### config.mk
export PLATFORM = sky130hd
export DESIGN_NAME = alert_takeover_lock_controller
export DESIGN_NICKNAME = d
export VERILOG_FILES = /design/src/rtl/atl_pkg.sv /design/src/rtl/alert_takeover_lock_controller.sv
export SDC_FILE = /design/constraint.sdc
export NUM_CORES = 1
export LEC_CHECK = 0
export ABC_AREA = 1
export BUFFER_PORTS_ARGS = -buffer_cell sky130_fd_sc_hd__buf_2
export CORE_AREA = 10 10 213 215
export DETAILED_ROUTE_END_ITERATION = 7
export DIE_AREA = 0 0 223 225
export GPL_TIMING_DRIVEN = 0
export SETUP_SLACK_MARGIN = 0.02
export SYNTH_ARGS = -nofsm -noshare
export SYNTH_HDL_FRONTEND = slang
export SYNTH_SLANG_ARGS = --single-unit
### constraint.sdc
create_clock -name i_clk -period 15.5 [get_ports i_clk]
set_input_delay 0.775 -clock i_clk [delete_from_list [all_inputs] [get_ports i_clk]]
set_output_delay 0.775 -clock i_clk [all_outputs]
set_load 0.02 [all_outputs]
### src/rtl/atl_pkg.sv
// ----------------------------------------------------------------------------
// atl_pkg
// Types and constants shared by the alert, takeover and lock controller.
// ----------------------------------------------------------------------------
package atl_pkg;

    localparam int unsigned MS_PER_S_W = 10;
    localparam logic [MS_PER_S_W-1:0] MS_PER_S = 10'd1000;

    localparam logic [15:0] DEFAULT_DURATION_RESET = 16'd60;

    typedef enum logic [2:0] {
        KIND_TICK         = 3'd0,
        KIND_SEND_BEGIN   = 3'd1,
        KIND_SEND_CANCEL  = 3'd2,
        KIND_ALERT_RX     = 3'd3,
        KIND_ALERT_END_RX = 3'd4,
        KIND_GO           = 3'd5,
        KIND_DISMISS      = 3'd6,
        KIND_RELEASE      = 3'd7
    } t_kind;

    typedef enum logic [1:0] {
        INTENT_NONE = 2'd0,
        INTENT_SEND = 2'd1,
        INTENT_END  = 2'd2
    } t_intent;

    typedef struct packed {
        t_kind       kind;
        logic [31:0] now_ms;
        logic [15:0] duration_s;
        logic [31:0] sender_id;
        logic        sender_paired;
    } t_atl_in;

    typedef struct packed {
        t_intent     intent;
        logic [15:0] intent_duration_s;
        logic        haptic_alert;
        logic [31:0] locked_id;
    } t_atl_out;

endpackage

### src/rtl/alert_takeover_lock_controller.sv
// ----------------------------------------------------------------------------
// alert_takeover_lock_controller
// Keeps the outgoing alert, pending takeover and sender lock slots with their
// deadlines, and answers every event request with one result request.
// ----------------------------------------------------------------------------
// Each event request is taken into an input register, processed against the slot
// state, and its result is held in an output register until taken. A request is
// accepted every cycle while results keep flowing. Each result passes from the
// input register through the combinational state update into the output
// register. The default send duration may be written only while no request is in
// flight.
module alert_takeover_lock_controller (
    input  logic            i_clk,
    input  logic            i_rst_n,
    input  logic            i_in_valid,
    output logic            o_in_ready,
    input  atl_pkg::t_atl_in  i_in,
    output logic            o_out_valid,
    input  logic            i_out_ready,
    output atl_pkg::t_atl_out o_out,
    input  logic            i_cfg_wr_en,
    input  logic [15:0]     i_cfg_wr_data
);
    import atl_pkg::*;

    localparam int unsigned PROD_W = 16 + MS_PER_S_W;

    logic        r_in_valid;
    t_atl_in     r_in;
    logic        r_out_valid;
    t_atl_out    r_out;
    logic [15:0] r_default_dur;

    logic        r_sending, n_sending;
    logic [31:0] r_send_deadline, n_send_deadline;
    logic        r_pending, n_pending;
    logic [31:0] r_pending_sender, n_pending_sender;
    logic [31:0] r_pending_deadline, n_pending_deadline;
    logic [31:0] r_lock_sender, n_lock_sender;
    logic [31:0] r_lock_deadline, n_lock_deadline;

    t_atl_out    n_out;
    logic        advance;
    logic [15:0] dur_eff;
    logic [PROD_W-1:0] dur_ms;
    logic [31:0] new_deadline;
    logic [31:0] send_diff;
    logic [31:0] pending_diff;
    logic [31:0] lock_diff;

    assign advance     = r_in_valid && (!r_out_valid || i_out_ready);
    assign o_in_ready  = !r_in_valid || advance;
    assign o_out_valid = r_out_valid;
    assign o_out       = r_out;

    // A zero duration on send begin falls back to the configured default.
    assign dur_eff = (r_in.kind == KIND_SEND_BEGIN && r_in.duration_s == 16'd0) ?
                     r_default_dur : r_in.duration_s;
    assign dur_ms       = PROD_W'(dur_eff) * PROD_W'(MS_PER_S);
    assign new_deadline = r_in.now_ms + 32'(dur_ms);

    // A deadline counts as reached when bit 31 of (now - deadline) is clear.
    assign send_diff    = r_in.now_ms - r_send_deadline;
    assign pending_diff = r_in.now_ms - r_pending_deadline;
    assign lock_diff    = r_in.now_ms - r_lock_deadline;

    always_comb begin
        n_sending          = r_sending;
        n_send_deadline    = r_send_deadline;
        n_pending          = r_pending;
        n_pending_sender   = r_pending_sender;
        n_pending_deadline = r_pending_deadline;
        n_lock_sender      = r_lock_sender;
        n_lock_deadline    = r_lock_deadline;
        n_out.intent            = INTENT_NONE;
        n_out.intent_duration_s = 16'd0;
        n_out.haptic_alert      = 1'b0;

        case (r_in.kind)
            KIND_TICK: begin
                if (r_sending && !send_diff[31]) begin
                    n_sending       = 1'b0;
                    n_send_deadline = '0;
                    n_out.intent    = INTENT_END;
                end
                if (r_pending && !pending_diff[31]) begin
                    n_pending          = 1'b0;
                    n_pending_sender   = '0;
                    n_pending_deadline = '0;
                end
                if (r_lock_sender != '0 && !lock_diff[31]) begin
                    n_lock_sender   = '0;
                    n_lock_deadline = '0;
                end
            end
            KIND_SEND_BEGIN: begin
                n_sending               = 1'b1;
                n_send_deadline         = new_deadline;
                n_out.intent            = INTENT_SEND;
                n_out.intent_duration_s = dur_eff;
            end
            KIND_SEND_CANCEL: begin
                if (r_sending) begin
                    n_sending       = 1'b0;
                    n_send_deadline = '0;
                    n_out.intent    = INTENT_END;
                end
            end
            KIND_ALERT_RX: begin
                if (r_in.sender_paired) begin
                    n_pending          = 1'b1;
                    n_pending_sender   = r_in.sender_id;
                    n_pending_deadline = new_deadline;
                    n_out.haptic_alert = 1'b1;
                end
            end
            KIND_ALERT_END_RX: begin
                if (r_pending && r_pending_sender == r_in.sender_id) begin
                    n_pending          = 1'b0;
                    n_pending_sender   = '0;
                    n_pending_deadline = '0;
                end
                if (r_lock_sender != '0 && r_lock_sender == r_in.sender_id) begin
                    n_lock_sender   = '0;
                    n_lock_deadline = '0;
                end
            end
            KIND_GO: begin
                if (r_pending) begin
                    n_lock_sender      = r_pending_sender;
                    n_lock_deadline    = r_pending_deadline;
                    n_pending          = 1'b0;
                    n_pending_sender   = '0;
                    n_pending_deadline = '0;
                end
            end
            KIND_DISMISS: begin
                n_pending          = 1'b0;
                n_pending_sender   = '0;
                n_pending_deadline = '0;
            end
            KIND_RELEASE: begin
                n_lock_sender   = '0;
                n_lock_deadline = '0;
            end
            default: begin
                n_lock_sender   = '0;
                n_lock_deadline = '0;
            end
        endcase

        n_out.locked_id = n_lock_sender;
    end

    always_ff @(posedge i_clk) begin
        if (!i_rst_n) begin
            r_in_valid         <= 1'b0;
            r_out_valid        <= 1'b0;
            r_default_dur      <= DEFAULT_DURATION_RESET;
            r_sending          <= 1'b0;
            r_send_deadline    <= '0;
            r_pending          <= 1'b0;
            r_pending_sender   <= '0;
            r_pending_deadline <= '0;
            r_lock_sender      <= '0;
            r_lock_deadline    <= '0;
        end else begin
            if (i_cfg_wr_en) begin
                r_default_dur <= i_cfg_wr_data;
            end
            if (o_in_ready) begin
                r_in_valid <= i_in_valid;
            end
            if (advance) begin
                r_out_valid        <= 1'b1;
                r_sending          <= n_sending;
                r_send_deadline    <= n_send_deadline;
                r_pending          <= n_pending;
                r_pending_sender   <= n_pending_sender;
                r_pending_deadline <= n_pending_deadline;
                r_lock_sender      <= n_lock_sender;
                r_lock_deadline    <= n_lock_deadline;
            end else if (i_out_ready) begin
                r_out_valid <= 1'b0;
            end
        end
    end

    always_ff @(posedge i_clk) begin
        if (o_in_ready && i_in_valid) begin
            r_in <= i_in;
        end
        if (advance) begin
            r_out <= n_out;
        end
    end

endmodule

## Word level (Yosys, flattened, before mapping)

Cells that the tools add are included.

- Register bits after elaboration: 315
- Output and inout port bits: 53
- Logic and storage cells: 101

- Add/subtract/negate cells: 4
- Multiply operators: 1
- Eq/ne operators: 17
- Reductions and logical operators: 29
- Multiplexer cells: 31

Operators with widths:

| cell | number |
|---|---|
| two-way mux 32 bit | 13 |
| one-hot mux 32 bit (5 select lines) | 2 |
| one-hot mux 32 bit (4 select lines) | 2 |
| one-hot mux 32 bit (3 select lines) | 1 |
| subtractor 32 bit | 3 |
| == test 32 bit | 2 |
| adder 32 x 26 -> 32 bit | 1 |
| nonzero test 32 bit | 1 |
| multiplier 16 x 7 -> 23 bit (second input constant) | 1 |
| logical NOT 16 bit | 1 |
| two-way mux 16 bit | 1 |
| inequality test 2 bit (second input constant) | 8 |
| == test 3 bit (second input constant) | 4 |
| AND reduction 5 bit | 2 |
| logical AND 1 bit | 8 |
| nonzero test 4 bit | 2 |
| two-way mux 1 bit | 7 |
| == test 3 x 2 -> 1 bit (second input constant) | 2 |
| one-hot mux 2 bit (3 select lines) | 1 |
| AND reduction 6 bit | 1 |
| logical NOT 1 bit | 5 |
| nonzero test 5 bit | 1 |
| two-way mux 2 bit | 2 |
| one-hot mux 1 bit (4 select lines) | 1 |
| other kinds (9) | 10 |

## Logic depth before layout (Yosys ltp)

Gate-level depths: netlist of the first run.

- Word-level depth: 7
- Depth in mapped cells: 38
- Mapped depth without buffers: 38

## Worst setup path after synthesis of the first run

No wires, ideal clock.

- Kind: reg2reg
- Start: register r_in[81] (netlist bit)
- End: register r_send_deadline[24]
- Library setup time: 0.132 ns
- Setup slack: 9.170 ns
- Required time: 15.368 ns
- Stages on the path, launching flop included: 31
- Buffers on the path: 0
- Arrival: 6.197 ns
- Clock period less this slack: 6.330 ns
- Cells stage by stage: edfxtp_1 > nand3_4 > inv_2 > nand3_1 > clkinv_1 > a21oi_1 > inv_1 > fa_1 > inv_1 > fa_1 > fa_1 > fa_1 > inv_1 > ha_1 > a21oi_1 > o21ai_0 > a21oi_1 > o21ai_0 > a31oi_1 > xor2_1 > ha_1 > nand2_1 > nor2_1 > inv_1 > nor2_1 > inv_1 > o221a_2 > nand2_1 > nand2_1 > nand3_1 > a21oi_1

- Longest elaborated chain between the ends: 6
- Elaborated cells between the ends (all ways): 12
- Those cells by class: add/sub: 1; mul: 1; eq/ne: 4; mux: 2; reduce/logical: 4

RTL lines:

| item | line | text |
|---|---|---|
| from (decl) | alert_takeover_lock_controller.sv:29 | `t_atl_in r_in;` |
| from (signal assigned) | alert_takeover_lock_controller.sv:191 | `r_in <= i_in;` |
| == test 3 x 1 -> 1 bit | alert_takeover_lock_controller.sv:57 | `assign dur_eff = (r_in.kind == KIND_SEND_BEGIN && r_in.duration_s == 16'd0) ?` |
| logical AND 1 bit | alert_takeover_lock_controller.sv:57 |  |
| two-way mux 16 bit | alert_takeover_lock_controller.sv:57 |  |
| via dur_eff[9] | alert_takeover_lock_controller.sv:44 | `logic [15:0] dur_eff;` |
| multiplier 16 x 7 -> 23 bit | alert_takeover_lock_controller.sv:59 | `assign dur_ms = PROD_W'(dur_eff) * PROD_W'(MS_PER_S);` |
| adder 32 x 26 -> 32 bit | alert_takeover_lock_controller.sv:60 | `assign new_deadline = r_in.now_ms + 32'(dur_ms);` |
| one-hot mux 32 bit (3 select lines) | alert_takeover_lock_controller.sv:79 | `case (r_in.kind)` |
| to (signal assigned) | alert_takeover_lock_controller.sv:177 | `r_send_deadline <= n_send_deadline;` |
| to (decl) | alert_takeover_lock_controller.sv:35 | `logic [31:0] r_send_deadline, n_send_deadline;` |

The timed path passes the listed nets, and every way through them passes these cells.
A chain may end at the register's enable or synchronous reset.

## Final worst setup path of the first run

- Start: register r_in[82] (netlist bit)
- End: register r_pending_deadline[31]

- Longest elaborated chain between the ends: 7
- Elaborated cells between the ends (all ways): 18
- Those cells by class: add/sub: 1; mul: 1; eq/ne: 9; mux: 3; reduce/logical: 4

RTL lines:

| item | line | text |
|---|---|---|
| == test 3 x 1 -> 1 bit | alert_takeover_lock_controller.sv:57 |  |
| logical AND 1 bit | alert_takeover_lock_controller.sv:57 |  |
| two-way mux 16 bit | alert_takeover_lock_controller.sv:57 |  |
| via dur_eff[9] | alert_takeover_lock_controller.sv:44 |  |
| multiplier 16 x 7 -> 23 bit | alert_takeover_lock_controller.sv:59 |  |
| adder 32 x 26 -> 32 bit | alert_takeover_lock_controller.sv:60 |  |
| two-way mux 32 bit | alert_takeover_lock_controller.sv:110 | `if (r_in.sender_paired) begin` |
| one-hot mux 32 bit (5 select lines) | alert_takeover_lock_controller.sv:79 |  |
| to (signal assigned) | alert_takeover_lock_controller.sv:180 | `r_pending_deadline <= n_pending_deadline;` |
| to (decl) | alert_takeover_lock_controller.sv:38 | `logic [31:0] r_pending_deadline, n_pending_deadline;` |

The timed path passes the listed nets, and every way through them passes these cells. The select of a mux whose other input is x is not followed.

==> flow_summary.toml, run 1 <==
[synth]
ys_warn_count = 0
syn-cell-area_um2 = 19100
synth_most_common_cell = "nand2_1"
avgSynthCellArea_um2 = 8.09
synthTopCellsByArea = "edfxtp_1 21%, dfxtp_1 19%, ha_1 11%"
netlist.area_leader.share = 0.213
ys_ff_latch = 315
synth.net_count = 2671
async_flop_share = 0
synth_ff_type = "dfxtp_1"
synthTopCellsByCount = "493 x nand2_1, 349 x inv_1, 250 x a21oi_1, 215 x nor2_1, 180 x dfxtp_1"
synth_edf_count = 135
seq_area_frac_synth = 0.402
yosysUniqueCellTypes = 53
yosysTopAreaCell = "edfxtp_1"
syn_inst = 2355

[clock_tree]
cts_tree = "done"
clk_pin_slew_ns = 0.06
htree_levels = 2
post_cts_buffers = 0
clockRootBuffer = "clkbuf_16"
clock-sinks = 315
cts.repair.resized = 0
cts_max_path_buffers = 3
post_cts_hold_buffer_count = 0
cts_made_buffers = 38
insertion_delay_ns = 0.57

[detailed_routing]
firstDrtPassIters = 5
ant_nets = 0
wl_met2_um = 26700
wl_met3_um = 3390
vias = 16416
wirelength_um = 58300
drt_first_iter_violations = 1386
wl_met1_um = 26800
avgViaCountPerCell = 5.26
drcViolationCount = 0
maxUsedRoutingLayer = "met4"
wl_per_cell_um = 18.7

[power]
clockPowerShare = 0.234
power_density_nw_per_um2 = 174
seq_power_share = 0.247
switching_share = 0.447
vdd_drop_max_v = 0.000154
internal-power_mw = 2.10
p_comb_frac = 0.519
leakage_nw = 9.29
power.total_mw = 3.80
p_switching_mw = 1.70

[global_routing]
grt_max_degree = 48
grt_pass1_wl_um = 89600
grt_pass1_vias = 15746
track_usage = 0.227
gr-total-overflow = 0
grt_antenna_before_repair = 0

[sta]
setup_viol = 0
period_share = 0.523
setup-tns-final_ns = 0
fmax_mhz = 123
setup_ws_ns = 7.39
final-max-slew-violation-count = 0
clock_skew_ns = 0.0255
post-route-min-period_ns = 8.11
max_slew_margin = 0.154
rsz0062_at_grt = "no"
worst_pin_slew_ns = 1.27
final_hold_viol_count = 0

[finish]
finalNetCount = 2870
drive_gt1_frac = 0.110
finalInstanceArea_um2 = 21800
syn_to_final_growth_pct = 14.4
n_antenna_cell = 0

[die]
die_y_um = 225
die_w_um = 223
pin_count = 158
coreArea_um2 = 41400
rows = 75
initial_core_util = 0.461
dieArea_um2 = 50200

[status]
status = "finished, final reports clean"

[worst_hold_path]
hp-class = "in2reg"

[placed_design]
dp_slack_ns = 7.55
numPortBuffers = 157
hpwl_um = 45400
dpl_cell_area_um2 = 20600
gp_congestion = 0.920

[setup_path]
start_kind = "register"
arrival_ns = 8.51
crit_fanout = 10
end_kind = "register"
max_stage_delay_ns = 0.87
crit_slowest_cell = "a21oi_1"
path_class = "reg2reg"
reg2reg_slack_ns = 7.39
critPathRequiredTime_ns = 15.90

[flow_run]
drv_cap = 0
flip-flops by register name (all words and copies together) (netlist names):
signal and flops:
r_in_valid 1, o_out_valid 1, r_sending 1, r_pending 1, r_in 84, r_pending_deadline 32
r_send_deadline 32, r_default_dur 16, r_lock_sender 32, o_out 51, r_lock_deadline 32, r_pending_sender 32
critical path, delay by kind of cell, from the launching register on:
family	cells	cell delay, ns
AOI/OAI and AO/OA	7	2.38
xor gates and xnor gates	1	0.19
adders and majority gates	6	2.61
buffers and inverters	7	1.04
DFF	1	0.44
and+or+nand+nor	9	1.27
logic make-up (layout without fill, tap and decap cells):
family / count (synthesis) / count (layout) / share of synthesized area
adders and majority gates: 211 / 211 / 0.157
AOI/OAI and AO/OA: 417 / 417 / 0.120
buffers and inverters: 424 / 651 / 0.0859
and+or+nand+nor: 918 / 918 / 0.203
xor gates and xnor gates: 70 / 70 / 0.0322
DFF: 315 / 315 / 0.402
metal layers:
layer,vias to the layer above,global-route usage
li1,8111,-
met1,7768,0.312
met2,452,0.365
met3,85,0.0345
met4,0,0.0606
met5,-,0
power by group through the flow:
stage | clock network [mW] | logic (mW) | registers [mW]
finish | 0.889 | 1.98 | 0.939
global route | 0.932 | 2.23 | 0.942
CTS | 0.903 | 1.97 | 0.939
detailed placement | 0 | 1.96 | 0.956
global placement | 0 | 1.95 | 0.957
floorplan | 0 | 1.43 | 0.951
placed cells by master (no fill, tap or decap), types with 7 or more instances in the layout:
cell type  instances
nor2_1           215
nand3b_1           7
o22ai_1           15
clkbuf_16         41
a22oi_1            9
edfxtp_1         135
buf_2            177
xnor2_1           22
xor2_1            48
ha_1             164
a21boi_0           9
inv_1            348
nand3_1          105
fa_1              47
or2_2              7
clkbuf_1          47
nand4_1           33
dfxtp_1          180
a31oi_1            8
nand2_1          493
a21oi_1          250
nor4_1            10
inv_2              7
nor3_1            23
clkinv_2           9
o21ai_0           90
metrics by stage:
stage / hold WS [ns] / std cells / utilization
after floorplan: 0.429 / 2355 / -
after global placement: 0.440 / 3051 / 0.496
after detailed placement: 0.453 / 3053 / 0.497
after CTS: 0.360 / 3121 / 0.527
after global routing: 0.367 / 3121 / 0.527
final: 0.388 / 3121 / 0.527
layout make-up:
cell class	instances	area, um2
Tap cell	539	674
Fill cell	3997	19600
Buffer	65	292
Clock inverter	12	91.3
Inverter	359	1350
Multi-Input combinational cell	1616	9770
Sequential cell	315	7660
Timing Repair Buffer	159	833
Clock buffer	56	1140
worst paths after layout:
path / startpoint / endpoint / cells past startpoint
worst max-delay path: r_in[82] / r_pending_deadline[31] / 30
worst min-delay path: i_in[39] / r_in[39] / 1
worst max register to register: r_in[82] / r_pending_deadline[31] / 30
worst min register to register: r_send_deadline[9] / r_send_deadline[9] / 2
(Power assumes the default switching activity.)
==> run 2: changes to the inputs <==
Settings changed: PLACE_DENSITY set to 0.67.
Clock period 15.5 ns to 7.3 ns, I/O delays scaled along.
==> run 2 against run 1 <==
Effect of this change: core utilization increased by 3.4 points; sequential share of layout area down 2.1 points; final area rose by 6.4%; global-route usage barely moved; critical endpoint is now r_pending_deadline[27]; combinational power up 120%; setup slack worse by 7.0 ns; power rose by 120%; wire length grew 0.62%; worst hold slack got worse by 0.37 ns; via count is 3.3% higher; sequential cell count unchanged; sequential power is 110% higher.
==> flow_summary.toml, run 2 (same netlist as run 1, synthesis figures left out) <==
[status]
status = "finished, final reports clean"

[die]
dieArea_um2 = 50200
rows = 75
coreArea_um2 = 41400
die_w_um = 223
pin_count = 158
die_y_um = 225
initial_core_util = 0.461

[clock_tree]
insertion_delay_ns = 0.57
clk_pin_slew_ns = 0.06
clockRootBuffer = "clkbuf_16"
cts_made_buffers = 37
htree_levels = 2
cts_max_path_buffers = 3
clock-sinks = 315
cts_tree = "done"

[sta]
period_share = 0.944
post-route-min-period_ns = 6.89
final_hold_viol_count = 0
final-max-slew-violation-count = 0
clock_skew_ns = 0.0196
timing.hold.ws_ns = 0.0220
fmax_mhz = 145
setup-tns-final_ns = 0
max_slew_margin = 0.432
setup_viol = 0
worst_pin_slew_ns = 0.852

[setup_path]
end_kind = "register"
max_stage_delay_ns = 0.56
path_class = "reg2reg"
start_kind = "register"
critPathRequiredTime_ns = 7.80
crit_slowest_cell = "fa_1"
critical_path.most_common_cell = "a21oi_1"
crit_fanout = 6
arrival_ns = 7.39

[finish]
layout_commonest_cell = "nand2_1"
finalNetCount = 2973
drive_gt1_frac = 0.134
multi_input_area_um2 = 10000
fill_cells = 3693
final_cell_mix = "493 x nand2_1, 346 x inv_1, 231 x a21oi_1, 207 x nor2_1, 180 x dfxtp_1"
finalInstanceArea_um2 = 23200
n_antenna_cell = 0
largest_reg_flops = 84
regArea_um2 = 7660
syn_to_final_growth_pct = 21.7
regMostFlops = "r_in"
fin_util = 0.561

[global_routing]
grt_pass1_vias = 16470
grt_max_degree = 45
track_usage = 0.227
grt_antenna_before_repair = 0
gr-total-overflow = 0
grt_pass1_wl_um = 90500

[detailed_routing]
drcViolationCount = 0
vias = 16950
wl_per_cell_um = 18.2
ant_nets = 0
avgViaCountPerCell = 5.26
firstDrtPassIters = 5
wirelength_um = 58700
drt_first_iter_violations = 1436

[placed_design]
hpwl_um = 44400
dpl_cell_area_um2 = 20600
numPortBuffers = 157
gp_congestion = 0.956

[power]
leakage_nw = 9.81
vdd_drop_max_v = 0.000297
power_density_nw_per_um2 = 363

[flow_run]
drv_cap = 0

[worst_hold_path]
hp-class = "in2reg"
-- run 2: final timing paths --
kind / start / to / slack, ns / depth (start not counted)
worst max-delay path: r_in[81] / r_pending_deadline[27] / 0.41 / 31
worst min-delay path: i_cfg_wr_data[3] / r_default_dur[3] / 0.02 / 3
worst max register to register: r_in[81] / r_pending_deadline[27] / 0.41 / 31
worst min register to register: r_send_deadline[19] / r_send_deadline[19] / 0.46 / 2
-- run 2: layer usage --
layer,global-route usage,share of wire,vias to the layer above
li1,-,-,8323
met1,0.299,0.44,8032
met2,0.373,0.47,510
met3,0.0385,0.067,85
met4,0.0680,0.026,0
met5,0,0,-
-- run 2: layout make-up --
type / instances / share of cell area
inverter: 359 / 0.0586
sequential: 315 / 0.330
multi-input combinational: 1616 / 0.433
tap: 539 / 0.0291
timing repair buffer: 263 / 0.0791
buffer: 65 / 0.0126
clock buffer: 43 / 0.0427
clock inverter: 25 / 0.0147
-- run 2: through the flow --
stage / setup WS [ns] / power (mW) / std cells
after floorplan: 0.970 / 5.05 / 2355
after detailed placement: -0.623 / 6.12 / 3054
after global placement: -0.501 / 6.09 / 3051
after CTS: 0.0365 / 8.25 / 3207
final: 0.412 / 8.43 / 3225
after global routing: -0.0443 / 9.10 / 3225
-- run 2: where the power goes --
group	internal, mW	switching (mW)	total [mW]
Clock	1.24	0.798	2.03
Sequential	1.92	0.0726	2.00
Combinational	1.55	2.85	4.40
Total	4.71	3.73	8.43
-- run 2: critical path: cells and delay by family (launching register included) --
kind	cells	cell delay [ns]
fa+ha+maj	6	2.53
simple gates	6	0.61
buf+inv	6	0.59
flops	1	0.51
xor+xnor	1	0.14
compound gates	12	2.42
-- run 2: timing repair --
| action | CTS | global route |
|---|---|---|
| hold buffers | 82 | 1 |
| setup endpoints to repair | 28 | 34 |
| gates cloned | 0 | 0 |
| resized for setup | 22 | 50 |
| setup buffers | 3 | 17 |
| hold endpoints to repair | 82 | 1 |
| pin swaps | 1 | 12 |
==> run 3: changes to the inputs <==
Settings changed: MAX_ROUTING_LAYER set to met4, PLACE_DENSITY 0.67 to unset.
Clock period 7.3 ns to 6.45 ns, I/O delays scaled along.
==> run 3 against run 2 <==
Effect of this change: the run now ends with setup timing left; final cell count up 3.4%; die area unchanged; final area up 8.5%; wire length up 8.3%; clock power up 16%; core utilization up 4.8 points.
==> flow_summary.toml, run 3 (same netlist as run 1, synthesis figures left out) <==
[status]
status = "finished, violations left"
violations = "setup timing"

[power]
leakage_nw = 10.4
vdd_drop_max_v = 0.000477
power.total_mw = 11.7
power_density_nw_per_um2 = 466

[die]
rows = 75
die_y_um = 225
initial_core_util = 0.461
dieArea_um2 = 50200
coreArea_um2 = 41400
pin_count = 158
die_w_um = 223

[flow_run]
drv_cap = 0

[clock_tree]
cts_made_buffers = 39
cts_tree = "done"
clk_pin_slew_ns = 0.06
insertion_delay_ns = 0.58
clock-sinks = 315
cts_max_path_buffers = 3
clockRootBuffer = "clkbuf_16"
htree_levels = 2

[sta]
post-route-min-period_ns = 6.47
rsz0062_at_grt = "yes"
setup_ws_ns = -0.0243
max_slew_margin = 0.324
period_share = 1.00
fmax_mhz = 154
clock_skew_ns = 0.0272
timing.hold.ws_ns = 0.0229
final_hold_viol_count = 0
worst_pin_slew_ns = 1.01
final-max-slew-violation-count = 0
setup_viol = 7

[worst_hold_path]
hp-class = "in2reg"

[setup_path]
end_kind = "register"
path_class = "reg2reg"
arrival_ns = 6.89
crit_slowest_cell = "fa_1"
critPathRequiredTime_ns = 6.86
crit_fanout = 5
start_kind = "register"
max_stage_delay_ns = 0.52

[detailed_routing]
ant_nets = 0
vias = 17708
wl_per_cell_um = 19.0
drcViolationCount = 0
drt_first_iter_violations = 1499
wirelength_um = 63500
avgViaCountPerCell = 5.31
firstDrtPassIters = 5

[finish]
final_cell_mix = "452 x nand2_1, 322 x inv_1, 197 x a21oi_1, 186 x nor2_1, 180 x dfxtp_1"
finalNetCount = 3080
regMostFlops = "r_in"
layout_commonest_cell = "nand2_1"
regArea_um2 = 7660
multi_input_area_um2 = 11100
drive_gt1_frac = 0.225
layout.cells.non_filler = 3335
largest_reg_flops = 84
fill_cells = 3644
syn_to_final_growth_pct = 32.0

[global_routing]
gr-total-overflow = 0
grt_pass1_vias = 17554
grt_antenna_before_repair = 0
track_usage = 0.252
grt_pass1_wl_um = 97500
grt_max_degree = 48

[placed_design]
gp_congestion = 0.968
dp_cells = 3053
hpwl_um = 45600
numPortBuffers = 157
-- run 3: final timing paths --
path	startpoint	to	slack (ns)	cells after the start
setup / recovery	r_in[46]	r_pending_deadline[23]	-0.02	36
hold reg to reg	r_send_deadline[7]	r_send_deadline[7]	0.46	2
setup reg to reg	r_in[46]	r_pending_deadline[23]	-0.02	36
hold / removal	i_cfg_wr_data[13]	r_default_dur[13]	0.02	3
-- run 3: stage by stage --
stage	area (um2)	setup WS [ns]	util	setup TNS (ns)
floorplan	19100	0.120	-	0
global placement	20500	-1.48	0.496	-37.72
detailed placement	20600	-1.61	0.497	-40.54
CTS	24200	-0.0229	0.584	-0.0229
global route	25200	-0.299	0.608	-5.72
finish	25200	-0.0243	0.608	-0.112
-- run 3: layout make-up --
type,instances,share of cell area
Antenna cell,1,0.0000994
Buffer,65,0.0116
Clock buffer,56,0.0479
Clock inverter,16,0.00726
Inverter,359,0.0554
Multi-Input combinational cell,1616,0.440
Sequential cell,315,0.304
Tap cell,539,0.0268
Timing Repair Buffer,367,0.106
Timing Repair inverter,1,0.000249
-- run 3: what timing repair did --
action | in CTS | in global routing
setup endpoints to repair | 39 | 54
cloned | 1 | 0
gates resized for setup | 130 | 192
buffers inserted | 87 | 30
hold endpoints to repair | 95 | 0
hold buffers | 95 | 0
pin swaps | 60 | 99
-- run 3: worst max-delay path: cells and delay by family (launching register included) --
family	cells	cell delay (ns)
fa+ha+maj	5	2.10
simple gates	11	1.46
compound gates	8	1.04
buf+inv	11	1.03
flops	1	0.49
xor+xnor	1	0.20
-- run 3: power breakdown --
group	total, mW	switching [mW]	internal (mW)
sequential	2.26	0.0826	2.18
clock	2.35	0.921	1.43
combinational	7.11	4.20	2.92
-- run 3: per-layer routing --
metal,global-route usage,wire [um]
met5,-,0
met4,0.0584,1220
met3,0.0387,4320
met2,0.404,29900
met1,0.331,28100
